[src/hdl/scs_pkg.sv]
// Package with shared types, constants and opcodes of the 16-bit core.
`default_nettype none
package scs_pkg;

  localparam int unsigned MemWords = 4096;
  localparam int unsigned NumRegs  = 16;
  localparam int unsigned DataW    = 16;

  localparam logic [3:0] LinkReg = 4'd13;

  localparam logic [1:0] StExec  = 2'd0;
  localparam logic [1:0] StHalt  = 2'd1;
  localparam logic [1:0] StUnk   = 2'd2;
  localparam logic [1:0] StWrite = 2'd3;

  localparam logic [7:0] OpSet   = 8'd1;
  localparam logic [7:0] OpCopy  = 8'd2;
  localparam logic [7:0] OpAdd   = 8'd3;
  localparam logic [7:0] OpCmp   = 8'd8;
  localparam logic [7:0] OpNot   = 8'd16;
  localparam logic [7:0] OpAddI  = 8'd17;
  localparam logic [7:0] OpCmpI  = 8'd22;
  localparam logic [7:0] OpNorI  = 8'd29;
  localparam logic [7:0] OpLoad  = 8'd30;
  localparam logic [7:0] OpStore = 8'd31;
  localparam logic [7:0] OpJmp   = 8'd32;
  localparam logic [7:0] OpJz    = 8'd33;
  localparam logic [7:0] OpJnz   = 8'd34;
  localparam logic [7:0] OpJal   = 8'd35;
  localparam logic [7:0] OpHalt  = 8'd36;

  // ALU function codes (opcode minus base).
  localparam logic [3:0] AluAdd  = 4'd0;
  localparam logic [3:0] AluSub  = 4'd1;
  localparam logic [3:0] AluMul  = 4'd2;
  localparam logic [3:0] AluDiv  = 4'd3;
  localparam logic [3:0] AluMod  = 4'd4;
  localparam logic [3:0] AluCmp  = 4'd5;
  localparam logic [3:0] AluShl  = 4'd6;
  localparam logic [3:0] AluShr  = 4'd7;
  localparam logic [3:0] AluAnd  = 4'd8;
  localparam logic [3:0] AluOr   = 4'd9;
  localparam logic [3:0] AluXor  = 4'd10;
  localparam logic [3:0] AluNand = 4'd11;
  localparam logic [3:0] AluNor  = 4'd12;

  typedef struct packed {
    logic        action;
    logic [15:0] word_addr;
    logic [15:0] word_data;
  } in_item_t;

  typedef struct packed {
    logic [1:0]  status;
    logic [15:0] pc_after;
    logic [7:0]  opcode_run;
    logic        reg_written;
    logic [3:0]  reg_index;
    logic [15:0] reg_value;
    logic        zero_out;
    logic        sign_out;
    logic        mem_written;
    logic [15:0] mem_addr;
    logic [15:0] mem_value;
  } out_item_t;

  // Commands from the controller to the datapath.
  typedef struct packed {
    logic mem_clr;      // write zero at the clear counter and advance it
    logic mem_sel_wr;   // memory address from the write item
    logic mem_sel_pc1;  // memory address is pc+1
    logic mem_sel_ea;   // memory address is the effective address
    logic mem_we_item;
    logic mem_we_store;
    logic lat_hi;
    logic lat_lo;
    logic lat_ld;
    logic div_start;
    logic commit;
    logic res_write;
    logic res_stopped;
  } cmd_t;

  typedef struct packed {
    logic       clr_last;
    logic       stopped;
    logic [7:0] opcode;
    logic       div_busy;
    logic       need_div;
  } sts_t;

endpackage
`default_nettype wire

[src/hdl/scs_ctrl.sv]
// Controller state machine sequencing fetch, execute and result hand-off.
`default_nettype none
module scs_ctrl (
  input  wire logic              clk_i,
  input  wire logic              rst_ni,
  input  wire logic              in_valid_i,
  output logic                   in_ready_o,
  input  wire scs_pkg::in_item_t item_i,
  output logic                   out_valid_o,
  input  wire logic              out_ready_i,
  input  wire scs_pkg::sts_t     sts_i,
  output scs_pkg::cmd_t          cmd_o
);
  localparam logic [2:0] SIdle  = 3'd0;
  localparam logic [2:0] SFHi   = 3'd1;
  localparam logic [2:0] SFLo   = 3'd2;
  localparam logic [2:0] SDec   = 3'd3;
  localparam logic [2:0] SDiv   = 3'd4;
  localparam logic [2:0] SLoad  = 3'd5;
  localparam logic [2:0] SExec  = 3'd6;
  localparam logic [2:0] SClr   = 3'd7;

  logic [2:0] state_q, state_d;
  logic       ov_q, ov_d;
  logic       accept;

  // A new transaction is taken in the idle state once the result register is free or draining.
  assign in_ready_o = (state_q == SIdle) && (!ov_q || out_ready_i);
  assign accept     = in_valid_i && in_ready_o;

  always_comb begin
    state_d = state_q;
    ov_d    = ov_q && !out_ready_i;
    cmd_o   = '0;
    unique case (state_q)
      // After reset every memory word is written with zero, one per cycle.
      SClr: begin
        cmd_o.mem_clr = 1'b1;
        if (sts_i.clr_last) state_d = SIdle;
      end
      SIdle: begin
        if (accept) begin
          if (!item_i.action) begin
            cmd_o.mem_sel_wr  = 1'b1;
            cmd_o.mem_we_item = 1'b1;
            cmd_o.res_write   = 1'b1;
            ov_d = 1'b1;
          end else if (sts_i.stopped) begin
            cmd_o.res_write   = 1'b1;
            cmd_o.res_stopped = 1'b1;
            ov_d = 1'b1;
          end else begin
            state_d = SFHi;
          end
        end
      end
      SFHi: begin
        cmd_o.mem_sel_pc1 = 1'b1;
        cmd_o.lat_hi      = 1'b1;
        state_d = SFLo;
      end
      SFLo: begin
        cmd_o.lat_lo = 1'b1;
        state_d = SDec;
      end
      SDec: begin
        cmd_o.mem_sel_ea = 1'b1;
        if (sts_i.need_div) begin
          cmd_o.div_start = 1'b1;
          state_d = SDiv;
        end else if (sts_i.opcode == scs_pkg::OpLoad) begin
          state_d = SLoad;
        end else begin
          state_d = SExec;
        end
      end
      SDiv: begin
        if (!sts_i.div_busy) state_d = SExec;
      end
      SLoad: begin
        cmd_o.lat_ld = 1'b1;
        state_d = SExec;
      end
      SExec: begin
        cmd_o.mem_sel_ea   = 1'b1;
        cmd_o.mem_we_store = (sts_i.opcode == scs_pkg::OpStore);
        cmd_o.commit       = 1'b1;
        if (!ov_q || out_ready_i) begin
          cmd_o.res_write = 1'b1;
          ov_d    = 1'b1;
          state_d = SIdle;
        end else begin
          cmd_o.commit       = 1'b0;
          cmd_o.mem_we_store = 1'b0;
        end
      end
      default: state_d = SIdle;
    endcase
  end

  always_ff @(posedge clk_i or negedge rst_ni) begin
    if (!rst_ni) begin
      state_q <= SClr;
      ov_q    <= 1'b0;
    end else begin
      state_q <= state_d;
      ov_q    <= ov_d;
    end
  end

  assign out_valid_o = ov_q;
endmodule
`default_nettype wire

[config.mk]
export PLATFORM = sky130hd
export DESIGN_NAME = scs_ctrl
export DESIGN_NICKNAME = d
export VERILOG_FILES = /design/src/hdl/scs_pkg.sv /design/src/hdl/scs_ctrl.sv
export SDC_FILE = /design/constraint.sdc
export NUM_CORES = 1
export LEC_CHECK = 0
export BUFFER_PORTS_ARGS = -buffer_cell sky130_fd_sc_hd__buf_2
export CORE_MARGIN = 2
export CORE_UTILIZATION = 27
export DETAILED_ROUTE_END_ITERATION = 10
export PLACE_DENSITY_LB_ADDON = 0.3
export SLEW_MARGIN = 25
export SYNTH_ARGS = -nofsm -noshare
export SYNTH_HDL_FRONTEND = slang
export SYNTH_SLANG_ARGS = --single-unit
[constraint.sdc]
create_clock -name clk_i -period 2 [get_ports clk_i]
set_input_delay 0 -clock clk_i [delete_from_list [all_inputs] [get_ports clk_i]]
set_output_delay 0 -clock clk_i [all_outputs]
set_load 0.03 [all_outputs]
Word-level counts from Yosys, hierarchy flattened:

Index checks and enable logic that the tools add are counted.

* add/sub/neg operators: 0
* multipliers: 0
* div/mod/pow operators: 0
* magnitude comparators: 0
* equal/unequal tests: 15
* shift-type cells: 0
* mux-type cells: 34
* bitwise logic cells: 0
* reduce and logical (&&, ||, !) cells: 9

Operator list (count)
* case mux 3 bit (8 select lines): 1
* 2-to-1 mux 1 bit: 21
* 2-to-1 mux 3 bit: 7
* == test 8 x 5 -> 1 bit, second input constant: 2
* == test 3 bit, second input constant: 4
* inequality test 2 bit, second input constant: 6
* == test 3 x 2 -> 1 bit, second input constant: 2
* 2-to-1 mux 2 bit: 3
* AND reduction 6 bit: 1
* case mux 1 bit (2 select lines): 2
* == test 3 x 1 -> 1 bit, second input constant: 1
* logical AND 1 bit: 3
* logical NOT 3 bit: 1
* logical NOT 1 bit: 2
* OR reduction 2 bit: 1
* logical OR 1 bit: 1

* register bits: 4
* bits in latches: 0
* bits in writable memories: 0
* bits in read-only memories: 0
* input port bits: 49
* output and inout port bits: 15
* word-level logic and storage cells: 60
* memories: 0

Logic depth before layout (Yosys ltp):

Gate-level depths: netlist of the first run.

* depth after elaboration: 6
* gate-level depth with buffers: 5
* gate-level depth less buffers: 3

Least setup slack after synthesis of the first run:

Ideal clock, no wire load.

* path kind: register -> output
* from: register state_q[0]
* to: output port cmd_o[10] (netlist bit)
* data arrival time: 1.874 ns
* data required time: 2.000 ns
* slack: 0.126 ns
* cell stages (with the launch flop): 5
* buffers on the path: 2
* cells stage by stage: dfstp_2 > clkbuf_1 > inv_2 > nor3_1 > buf_4

RTL lines
* start: declaration: line scs_ctrl.sv:23 `logic [2:0] state_q, state_d;`
* start signal: assignment: line scs_ctrl.sv:103 `state_q <= SClr;`
* start signal: assignment: line scs_ctrl.sv:106 `state_q <= state_d;`
* end: declaration: line scs_ctrl.sv:12 `output scs_pkg::cmd_t cmd_o`

==> summary.md, run 1 <==
| Metric | Value |
|---|---|
| Share of post-route cells with drive strength above 1 | `45.3%` |
| Hold Vio Cnt, Final | `0` |
| Dpl cells | `96` |
| Maxcap violations | `0` |
| Final non-filler cell total | `101` |
| Clock slew at reported path FFs | `0.04 ns` |
| Crit path DAT | `1.68 ns` |
| Logic gate share of total power | `60.3%` |
| # H-tree levels | `1` |
| Measured slew at the worst slew-check pin | `0.283 ns` |
| Warnings from Yosys | `0` |
| Pleak | `0.301 nW` |
| Final GP Congestion | `0.705` |
| Period utilization | `84.0%` |
| Area leader, netlist | `dfstp_2` |
| CTS tree | `yes` |
| Worst Skew | `0.00794 ns` |
| Seq/Total Area, Yosys | `26.3%` |
| Hold Startpoint | `sts_i[11]` |
| Largest net degree at the start of global routing | `16` |
| Simple logic cell fraction of the synthesized area | `41.8%` |
| Max clock buf depth | `2` |
| Max-slew violations | `0` |
| Worst hold path cell count | `4` |
| Die width | `42.3 µm` |
| Hold slack final | `0.0678 ns` |
| Relative slew margins | `80.8%` |
| Initial core utilization | `29.6%` |
| Buffers on Ports | `31` |
| Multi-input gate area | `250 µm²` |
| Synth unique cells | `26` |
| Total congestion overflow | `0` |
| Drc violations | `0` |
| Post-CTS Setup Bufs | `0` |
| Synth top area share | `19.9%` |
| CP startpoint kind | `flop` |
| Total power | `871 µW` |
| Setup TNS Final | `0 ns` |
| Worst VDD drop | `0.550 mV` |
| Area contributors post-synth | `dfstp_2, dfrtp_1, nor2_1` |
| # setup viols final | `0` |
| R2r startpoint | `state_q[1]$_DFFE_PN1P_` |
| Pwr dens | `1500 mW/mm²` |
| Proportion of synthesized area in mux cells | `0%` |
| Crit Path Class | `flop to output pin` |
| I/O pins | `64` |
| Tmin final | `1.68 ns` |
| Compound-gate portion of the synthesized area | `19.3%` |
| Hold Path Class | `input port to flop` |
| Global-route usage over all layers | `13.1%` |
| Antenna viol nets, final | `0` |
| Vias in the first global route | `460` |
| N_diodes | `0` |
| Avg Cell Area, Syn | `7.19 µm²` |
| Post-DP HPWL | `891 µm` |
| Max Clock Freq | `0.595 GHz` |
| Synth Register Bits | `4` |
| Post-Syn Area | `395 µm²` |
| Register area | `104 µm²` |
| Core Rows | `13` |
| Area Overhead vs Synth | `46.5%` |
| Worst Reg-to-Reg Cells | `3` |
| Num CTS Buffers | `3` |
| Main combinational cell family by area after synthesis | `simple AND/OR/NAND/NOR gates` |
| Status | `complete, no violations` |
| CORE AREA | `0.00133 mm²` |
| Sinks on Clock Net | `4` |
| DRT Pass-1 Iters | `4` |
| Routed len/inst | `10.9 µm` |
| Clock power share | `13.0%` |
| Fraction of registers with async set or reset after synthesis | `100%` |
| CP Data Required Time | `2.00 ns` |
| Fin nets | `136` |
| Mapped Cells | `55` |
| Fillers | `154` |
| Initial DRC count | `8` |
| Sw Ratio | `54.4%` |
| Internal power of the cells | `397 µW` |
| Most common library cell in the layout ignoring fill and taps | `buf_2` |
| Most frequent cells in the layout | `buf_2, nor2_1, o21ai_0` |
| First-pass GRT wire length | `1780 µm` |
| Clock Latency Late Sink | `0.24 ns` |
| Adder-cell share of the synthesized area | `0%` |
| Top fanout value on the critical path | `15` |
| Crit. End Element | `output pin` |
| EDFF count, synth | `0` |
| CP startpoint | `state_q[1]$_DFFE_PN1P_` |
| Post-Route WL | `1100 µm` |
| DIE AREA | `0.00179 mm²` |
| RSZ-0062 raised after global routing | `false` |
| Top FF cell, synth | `dfstp_2` |
| Sw Pwr | `474 µW` |
| Syn_nets | `104` |
| XOR/XNOR share of the synthesized area | `2.22%` |
| Vias | `507` |
| Resized Gates After CTS | `0` |
| Die height | `42.3 µm` |
| Share of power burned in registers | `26.8%` |
| Vias/cell | `5.02` |
| Initial antenna violation count | `0` |
| Hold buffers post-CTS | `1` |
| Clk root buf | `clkbuf_4` |
-- sequential cells by signal, indices dropped and copies added, names as in the netlist --
register and flops:
out_valid_o 1, state_q 3
-- stage by stage --
stage	util [%]	cell area (µm²)	worst slack [ns]
floorplan	-	395	0.126
global placement	40.7	543	0.504
detailed placement	40.7	543	0.506
CTS	43.4	579	0.304
global route	43.4	579	0.218
finish	43.4	579	0.320
-- cell families after synthesis --
| group | after synthesis |
|---|---|
| AOI/OAI and AO/OA | 12 |
| xor gates and xnor gates | 1 |
| buffers and inverters | 9 |
| DFF | 4 |
| and+or+nand+nor | 29 |
-- cells in the mapped netlist (all sizes together) (3+ instances only) --
| library cell | count |
|---|---|
| nor2 | 6 |
| inv | 4 |
| o21ai | 4 |
| clkbuf | 3 |
| dfstp | 3 |
| nand2 | 3 |
| nor2b | 3 |
| nor3 | 3 |
-- path summary, 6_finish.rpt --
path	end	slack [ns]
max in group asynchronous	state_q[0]$_DFFE_PN1P_	1.69
worst max-delay path	cmd_o[7]	0.32
worst min register to register	state_q[2]$_DFFE_PN1P_	0.60
min in group asynchronous	out_valid_o$_DFF_PN0_	0.09
worst min-delay path	state_q[2]$_DFFE_PN1P_	0.07
worst max register to register	state_q[0]$_DFFE_PN1P_	0.48
-- routing by layer --
layer  GRT usage, %  up-vias  part of all wire, %
li1               -      261                    -
met1           14.0      229                   42
met2           21.8       17                   49
met3           3.88        0                  8.0
met4           9.38        0                    0
met5              0        -                    0
-- power by group through the flow --
stage | Clock (mW) | Combinational, mW | Sequential [mW]
floorplan | 0 | 0.445 | 0.177
global placement | 0 | 0.517 | 0.230
detailed placement | 0 | 0.525 | 0.233
CTS | 0.121 | 0.529 | 0.231
global route | 0.126 | 0.570 | 0.245
finish | 0.113 | 0.525 | 0.233
-- cell type report --
class	count	share of cell area [%]
multi-input cells	42	43.2
clock buffers	4	4.54
repair buffers	32	28.5
flip-flops and latches	4	17.9
inverters	4	2.59
well taps	15	3.24
-- critical path, cell delays in order, from the launching register on --
cell,delay [ns]
dfstp_2,0.66
and2_1,0.21
nand3_1,0.14
nor3_1,0.21
buf_2,0.22
(Power assumes the default switching activity.)
==> run 2: changes to the inputs <==
CORE_UTILIZATION = 24   (was 27)
clock period = 1.45 ns   (was 2 ns; I/O delays follow)
==> run 2 against run 1 <==
  * Die area grew 11%
  * Critical path depth is the same
  * Worst setup slack lost 0.27 ns
  * Cell area grew 21%
  * Count of clock-buffer cells in the layout is the same
  * Wire length grew 7.1%
  * Via count grew 5.7%
  * Non-clock buffer count grew 6
  * First-iteration DRC count shrank 25%
  * Flip-flop and latch count is the same
  * Sequential power grew 12%
  * Critical path type unchanged
  * Critical endpoint unchanged
==> summary.md, run 2 (synthesized netlist as in run 1, its figures left out) <==
| Metric | Value |
|---|---|
| Share of post-route cells with drive strength above 1 | `57.6%` |
| Measured slew at the worst slew-check pin | `0.236 ns` |
| Worst Skew | `0.000704 ns` |
| Area Overhead vs Synth | `77.5%` |
| Post-DP HPWL | `883 µm` |
| Top fanout value on the critical path | `5` |
| Max reg flops | `3` |
| Clock slew at reported path FFs | `0.04 ns` |
| Crit Path Class | `flop to output pin` |
| Die width | `44.6 µm` |
| Worst VDD drop | `0.762 mV` |
| Final GP Congestion | `0.761` |
| Post-Route WL | `1180 µm` |
| Drc violations | `0` |
| Vias/cell | `4.96` |
| Hold Path Class | `input port to flop` |
| First-pass GRT wire length | `1840 µm` |
| Initial DRC count | `6` |
| CP Data Required Time | `1.45 ns` |
| Largest net degree at the start of global routing | `11` |
| Largest reg by FF count | `state_q` |
| Total congestion overflow | `0` |
| Num CTS Buffers | `3` |
| DIE AREA | `0.00199 mm²` |
| Sw Pwr | `724 µW` |
| Design area | `702 µm²` |
| Pleak | `0.360 nW` |
| CP startpoint kind | `flop` |
| Buffers on Ports | `31` |
| Status | `complete, no violations` |
| Crit path DAT | `1.40 ns` |
| # H-tree levels | `1` |
| Clk root buf | `clkbuf_4` |
| Internal power of the cells | `684 µW` |
| Maxcap violations | `0` |
| Pwr dens | `2010 mW/mm²` |
| Logic gate share of total power | `70.1%` |
| Fin nets | `142` |
| Antenna viol nets, final | `0` |
| Clock Latency Late Sink | `0.24 ns` |
| Clock power share | `11.4%` |
| Period utilization | `96.6%` |
| # setup viols final | `0` |
| Relative slew margins | `84.0%` |
| Initial antenna violation count | `0` |
| CORE AREA | `0.00152 mm²` |
| Vias | `536` |
| Global-route usage over all layers | `12.3%` |
| Most common library cell in the layout ignoring fill and taps | `buf_2` |
| Hold slack final | `0.0525 ns` |
| R2r setup slk | `0.05 ns` |
| CTS tree | `yes` |
| DP Area | `598 µm²` |
| Crit. End Element | `output pin` |
| Routed len/inst | `10.9 µm` |
| N_diodes | `0` |
| Setup TNS Final | `0 ns` |
| Sinks on Clock Net | `4` |
| Share of power burned in registers | `18.5%` |
| DRT Pass-1 Iters | `4` |
| Sw Ratio | `51.4%` |
| Max clock buf depth | `2` |
| Vias in the first global route | `462` |
| Core Rows | `14` |
| I/O pins | `64` |
| Die height | `44.6 µm` |
| Most frequent cells in the layout | `buf_2, buf_4, nor2_1, clkbuf_4` |
| Initial core utilization | `25.9%` |
| Max-slew violations | `0` |
| Tmin final | `1.40 ns` |
| Hold Vio Cnt, Final | `0` |
| Max Clock Freq | `0.714 GHz` |
[run 2: changes by cell type in the layout (fill, tap and decap cells not counted), moves of 2 or more]
| cell | before | now |
|---|---|---|
| nor3_2 | 0 | 2 |
| nor3_1 | 3 | 0 |
| buf_2 | 31 | 26 |
| buf_4 | 0 | 7 |
| buf_6 | 0 | 3 |
[run 2: what timing repair did]
| item | CTS | global route |
|---|---|---|
| hold buffers | 1 | 0 |
| setup endpoints to repair | 3 | 8 |
| gates resized for setup | 5 | 11 |
| hold endpoints to repair | 4 | 0 |
| pin swaps | 0 | 3 |
| gates cloned | 0 | 0 |
| setup buffers | 0 | 2 |
[run 2: path summary, 6_finish.rpt]
| kind | start | end | cells past startpoint |
|---|---|---|---|
| hold reg to reg | out_valid_o$_DFF_PN0_ | out_valid_o$_DFF_PN0_ | 2 |
| setup / recovery | state_q[2]$_DFFE_PN1P_ | cmd_o[7] | 4 |
| setup reg to reg | state_q[1]$_DFFE_PN1P_ | state_q[0]$_DFFE_PN1P_ | 3 |
| hold / removal | sts_i[0] | state_q[0]$_DFFE_PN1P_ | 3 |
| min in group asynchronous | rst_ni | out_valid_o$_DFF_PN0_ | 2 |
| max in group asynchronous | rst_ni | state_q[1]$_DFFE_PN1P_ | 2 |
[run 2: worst max-delay path: stages, from the launching register on]
cell,delay [ns]
dfstp_2,0.58
and2_4,0.17
nand3_4,0.09
nor3_4,0.17
buf_6,0.15
[run 2: cell type report]
class	instances	area, µm²
well taps	16	20.0
multi-input cells	42	300
repair buffers	38	234
flip-flops and latches	4	104
fillers	162	822
inverters	4	17.5
clock buffers	4	26.3
[run 2: per-stage QoR]
stage                     util (%)  std cells  setup WS [ns]  power [mW]
after floorplan                  -         55        0.00749       0.890
after global placement        39.2        101         0.0812        1.11
after detailed placement      39.2        101         0.0763        1.12
after CTS                     42.7        106        0.00185        1.31
after global routing          46.1        108       -0.00293        1.52
final                         46.1        108         0.0496        1.41
[run 2: power groups by stage]
stage	combinational [mW]	clock, mW	sequential, mW
2_1_floorplan	0.645	0	0.245
3_3_place_gp	0.868	0	0.245
3_5_place_dp	0.870	0	0.246
4_1_cts	0.898	0.167	0.247
5_1_grt	1.07	0.179	0.271
6_report	0.987	0.161	0.260
[run 2: per-layer routing]
layer  global-route usage (%)  part of all wire (%)  vias up
li1                         -                     -      270
met1                     14.8                    44      243
met2                     20.6                    47       23
met3                     5.31                   8.4        0
met4                     1.82                     0        0
met5                        0                     0        -
==> run 3: changes to the inputs <==
ABC_AREA = 1   (was unset)
CORE_UTILIZATION = 27   (was 24)
CTS_CLUSTER_DIAMETER = 30   (was unset)
==> run 3 against run 2 <==
  * The flow now finishes with violations (setup timing)
  * Global-route usage down 0.11 points
  * Utilization down 1.0 points
  * Non-clock buffer count down 1
  * Hold slack better by 0.0040 ns
  * Critical path type unchanged
  * Largest cell class unchanged
  * Largest power group unchanged
==> summary.md, run 3 <==
| Metric | Value |
|---|---|
| Setup crit end | `cmd_o[7]` |
| Vias | `634` |
| Final worst setup slack | `-0.00978 ns` |
| Critical-path cell list | `nand2_4 -> nor2_4 -> inv_2 -> nor2_4 -> inv_2 -> nor4_4 -> buf_4` |
| First-pass GRT wire length | `1950 µm` |
| Drc violations | `0` |
| EDFF count, synth | `0` |
| Tmin final | `1.46 ns` |
| Fillers | `162` |
| Most common library cell in the layout ignoring fill and taps | `nand2_1` |
| CP startpoint | `state_q[1]$_DFFE_PN1P_` |
| Total congestion overflow | `0` |
| Clk root buf | `clkbuf_4` |
| Vias/cell | `4.50` |
| R2r startpoint | `state_q[1]$_DFFE_PN1P_` |
| Max reg flops | `3` |
| Top fanout value on the critical path | `3` |
| Register area | `104 µm²` |
| # H-tree levels | `1` |
| Top FF cell, synth | `dfstp_2` |
| Fin nets | `174` |
| Clock slew at reported path FFs | `0.03 ns` |
| I/O pins | `64` |
| Worst Skew | `0.00876 ns` |
| Initial antenna violation count | `0` |
| Crit Path Class | `flop to output pin` |
| Area leader, netlist | `nand2_1` |
| Pleak | `0.467 nW` |
| Routed len/inst | `8.91 µm` |
| Max-slew violations | `0` |
| Post-DP HPWL | `998 µm` |
| Hold Vio Cnt, Final | `0` |
| Worst VDD drop | `0.852 mV` |
| FF-to-FF End | `state_q[1]$_DFFE_PN1P_` |
| Vias in the first global route | `537` |
| Most frequent cells in the layout | `nand2_1, buf_2, inv_1, nor2_1, buf_4` |
| Die height | `45.7 µm` |
| Die width | `45.7 µm` |
| Initial DRC count | `8` |
| Post-Route WL | `1260 µm` |
| Sinks on Clock Net | `4` |
| Total power | `1.40 mW` |
| Worst Reg-to-Reg Cells | `8` |
| Synth cell count leaders | `nand2_1, nor2_1, inv_1` |
| Relative slew margins | `76.1%` |
| Failing checks | `setup timing` |
| CORE AREA | `0.00167 mm²` |
| Largest reg by FF count | `state_q` |
| Num CTS Buffers | `3` |
| Internal power of the cells | `632 µW` |
| Synth Register Bits | `4` |
| Initial core utilization | `28.1%` |
| Sw Ratio | `54.9%` |
| Syn_nets | `135` |
| Buffers on Ports | `31` |
| Pwr dens | `1860 mW/mm²` |
| Design area | `752 µm²` |
| Antenna viol nets, final | `0` |
| Share of post-route cells with drive strength above 1 | `45.2%` |
| Crit. End Element | `output pin` |
| Area contributors post-synth | `nand2_1, dfstp_2, nor2_1` |
| Share of power burned in registers | `18.8%` |
| Crit path DAT | `1.46 ns` |
| Logic gate share of total power | `70.5%` |
| Period utilization | `101%` |
| Synth top area share | `24.8%` |
| DP Area | `663 µm²` |
| Core Rows | `15` |
| Seq/Total Area, Yosys | `22.1%` |
| Measured slew at the worst slew-check pin | `0.358 ns` |
| Worst stage delay on the critical path | `0.57 ns` |
| Sw Pwr | `770 µW` |
| Largest net degree at the start of global routing | `9` |
| Global-route usage over all layers | `12.2%` |
| DIE AREA | `0.00209 mm²` |
| Clock Latency Late Sink | `0.24 ns` |
| Final GP Congestion | `0.744` |
| Count leader, synth | `nand2_1` |
| Warnings from Yosys | `0` |
| Synth unique cells | `16` |
| CP startpoint kind | `flop` |
| N_diodes | `0` |
| R2r setup slk | `0.08 ns` |
| Max Clock Freq | `0.685 GHz` |
| Area Overhead vs Synth | `60.3%` |
| # setup viols final | `1` |
| Status | `complete, but fails checks` |
| Max clock buf depth | `2` |
| Avg Cell Area, Syn | `5.46 µm²` |
| Hold Path Class | `input port to flop` |
| CTS tree | `yes` |
| Maxcap violations | `0` |
| Fraction of registers with async set or reset after synthesis | `100%` |
| RSZ-0062 raised after global routing | `true` |
| Slowest CP cell | `dfstp_2` |
| CP Data Required Time | `1.45 ns` |
| Post-Syn Area | `469 µm²` |
| Mapped Cells | `86` |
| Clock power share | `10.7%` |
| Multi-input gate area | `332 µm²` |
| DRT Pass-1 Iters | `4` |
==> run 3: changes by cell type in the layout (fill, tap and decap cells not counted), sizes merged, moves of 3 or more <==
cell	change
inv	+11
nand2	+28
nand3	+5
nor2	+12
nor2b	-3
o21ai	-3
==> run 3: what timing repair did <==
action                                  in CTS  in global routing
setup buffers                                2                  2
hold buffers                                 1                  0
endpoints found under the setup margin       5                 10
resized for setup                            2                  7
hold endpoints to repair                     4                  0
==> run 3: critical path: cells and delay by family (launching register included) <==
family	cells	cell delay (ns)
and+or+nand+nor	4	0.35
DFF	1	0.57
buffers and inverters	3	0.30
==> run 3: area by class of cell <==
class,instances,share of cell area [%]
Multi-Input combinational cell,64,44.1
Timing Repair Buffer,37,28.3
Sequential cell,4,13.8
Inverter,15,7.49
Clock buffer,4,3.49
Tap cell,17,2.83
==> run 3: cell families (layout without fill, tap and decap cells) <==
kind of cell,count (synthesis),after routing,share of synthesized area (%)
buffers and inverters,18,56,17.6
DFF,4,4,22.1
AOI/OAI and AO/OA,3,3,4.00
and+or+nand+nor,61,61,56.3
==> run 3: stage by stage <==
stage / cells / hold WS [ns] / utilization, % / worst slack, ns / TNS (ns)
after floorplan: 86 / -0.296 / - / -0.113 / -0.117
after global placement: 132 / -0.197 / 39.7 / 0.125 / 0
after detailed placement: 132 / -0.194 / 39.7 / 0.107 / 0
after CTS: 139 / 0.0450 / 43.1 / -0.0129 / -0.0129
after global routing: 141 / 0.0585 / 45.0 / -0.0773 / -0.112
final: 141 / 0.0565 / 45.0 / -0.00978 / -0.00978
==> run 3: worst min path at each step <==
stage / cells past startpoint / endpoint / slack (ns) / startpoint
finish: 4 / state_q[0]$_DFFE_PN1P_ / 0.06 / sts_i[11]
global placement: 1 / out_valid_o$_DFF_PN0_ / -0.20 / rst_ni
global route: 4 / state_q[0]$_DFFE_PN1P_ / 0.06 / sts_i[11]
detailed placement: 1 / out_valid_o$_DFF_PN0_ / -0.19 / rst_ni
floorplan: 0 / out_valid_o$_DFF_PN0_ / -0.30 / rst_ni
CTS: 4 / state_q[0]$_DFFE_PN1P_ / 0.05 / sts_i[11]
==> run 3: per-layer routing <==
metal,global-route usage (%),vias up,routed length (µm)
met3,2.78,0,76
met1,14.6,272,532
met2,23.1,22,648
li1,-,340,-
met4,0,0,0
met5,0,-,0
==> run 3: power by group through the flow <==
stage | Combinational [mW] | Sequential (mW) | Clock (mW)
global route | 1.08 | 0.267 | 0.169
global placement | 0.876 | 0.273 | 0
floorplan | 0.697 | 0.270 | 0
finish | 0.989 | 0.264 | 0.150
detailed placement | 0.888 | 0.272 | 0
CTS | 0.954 | 0.255 | 0.157
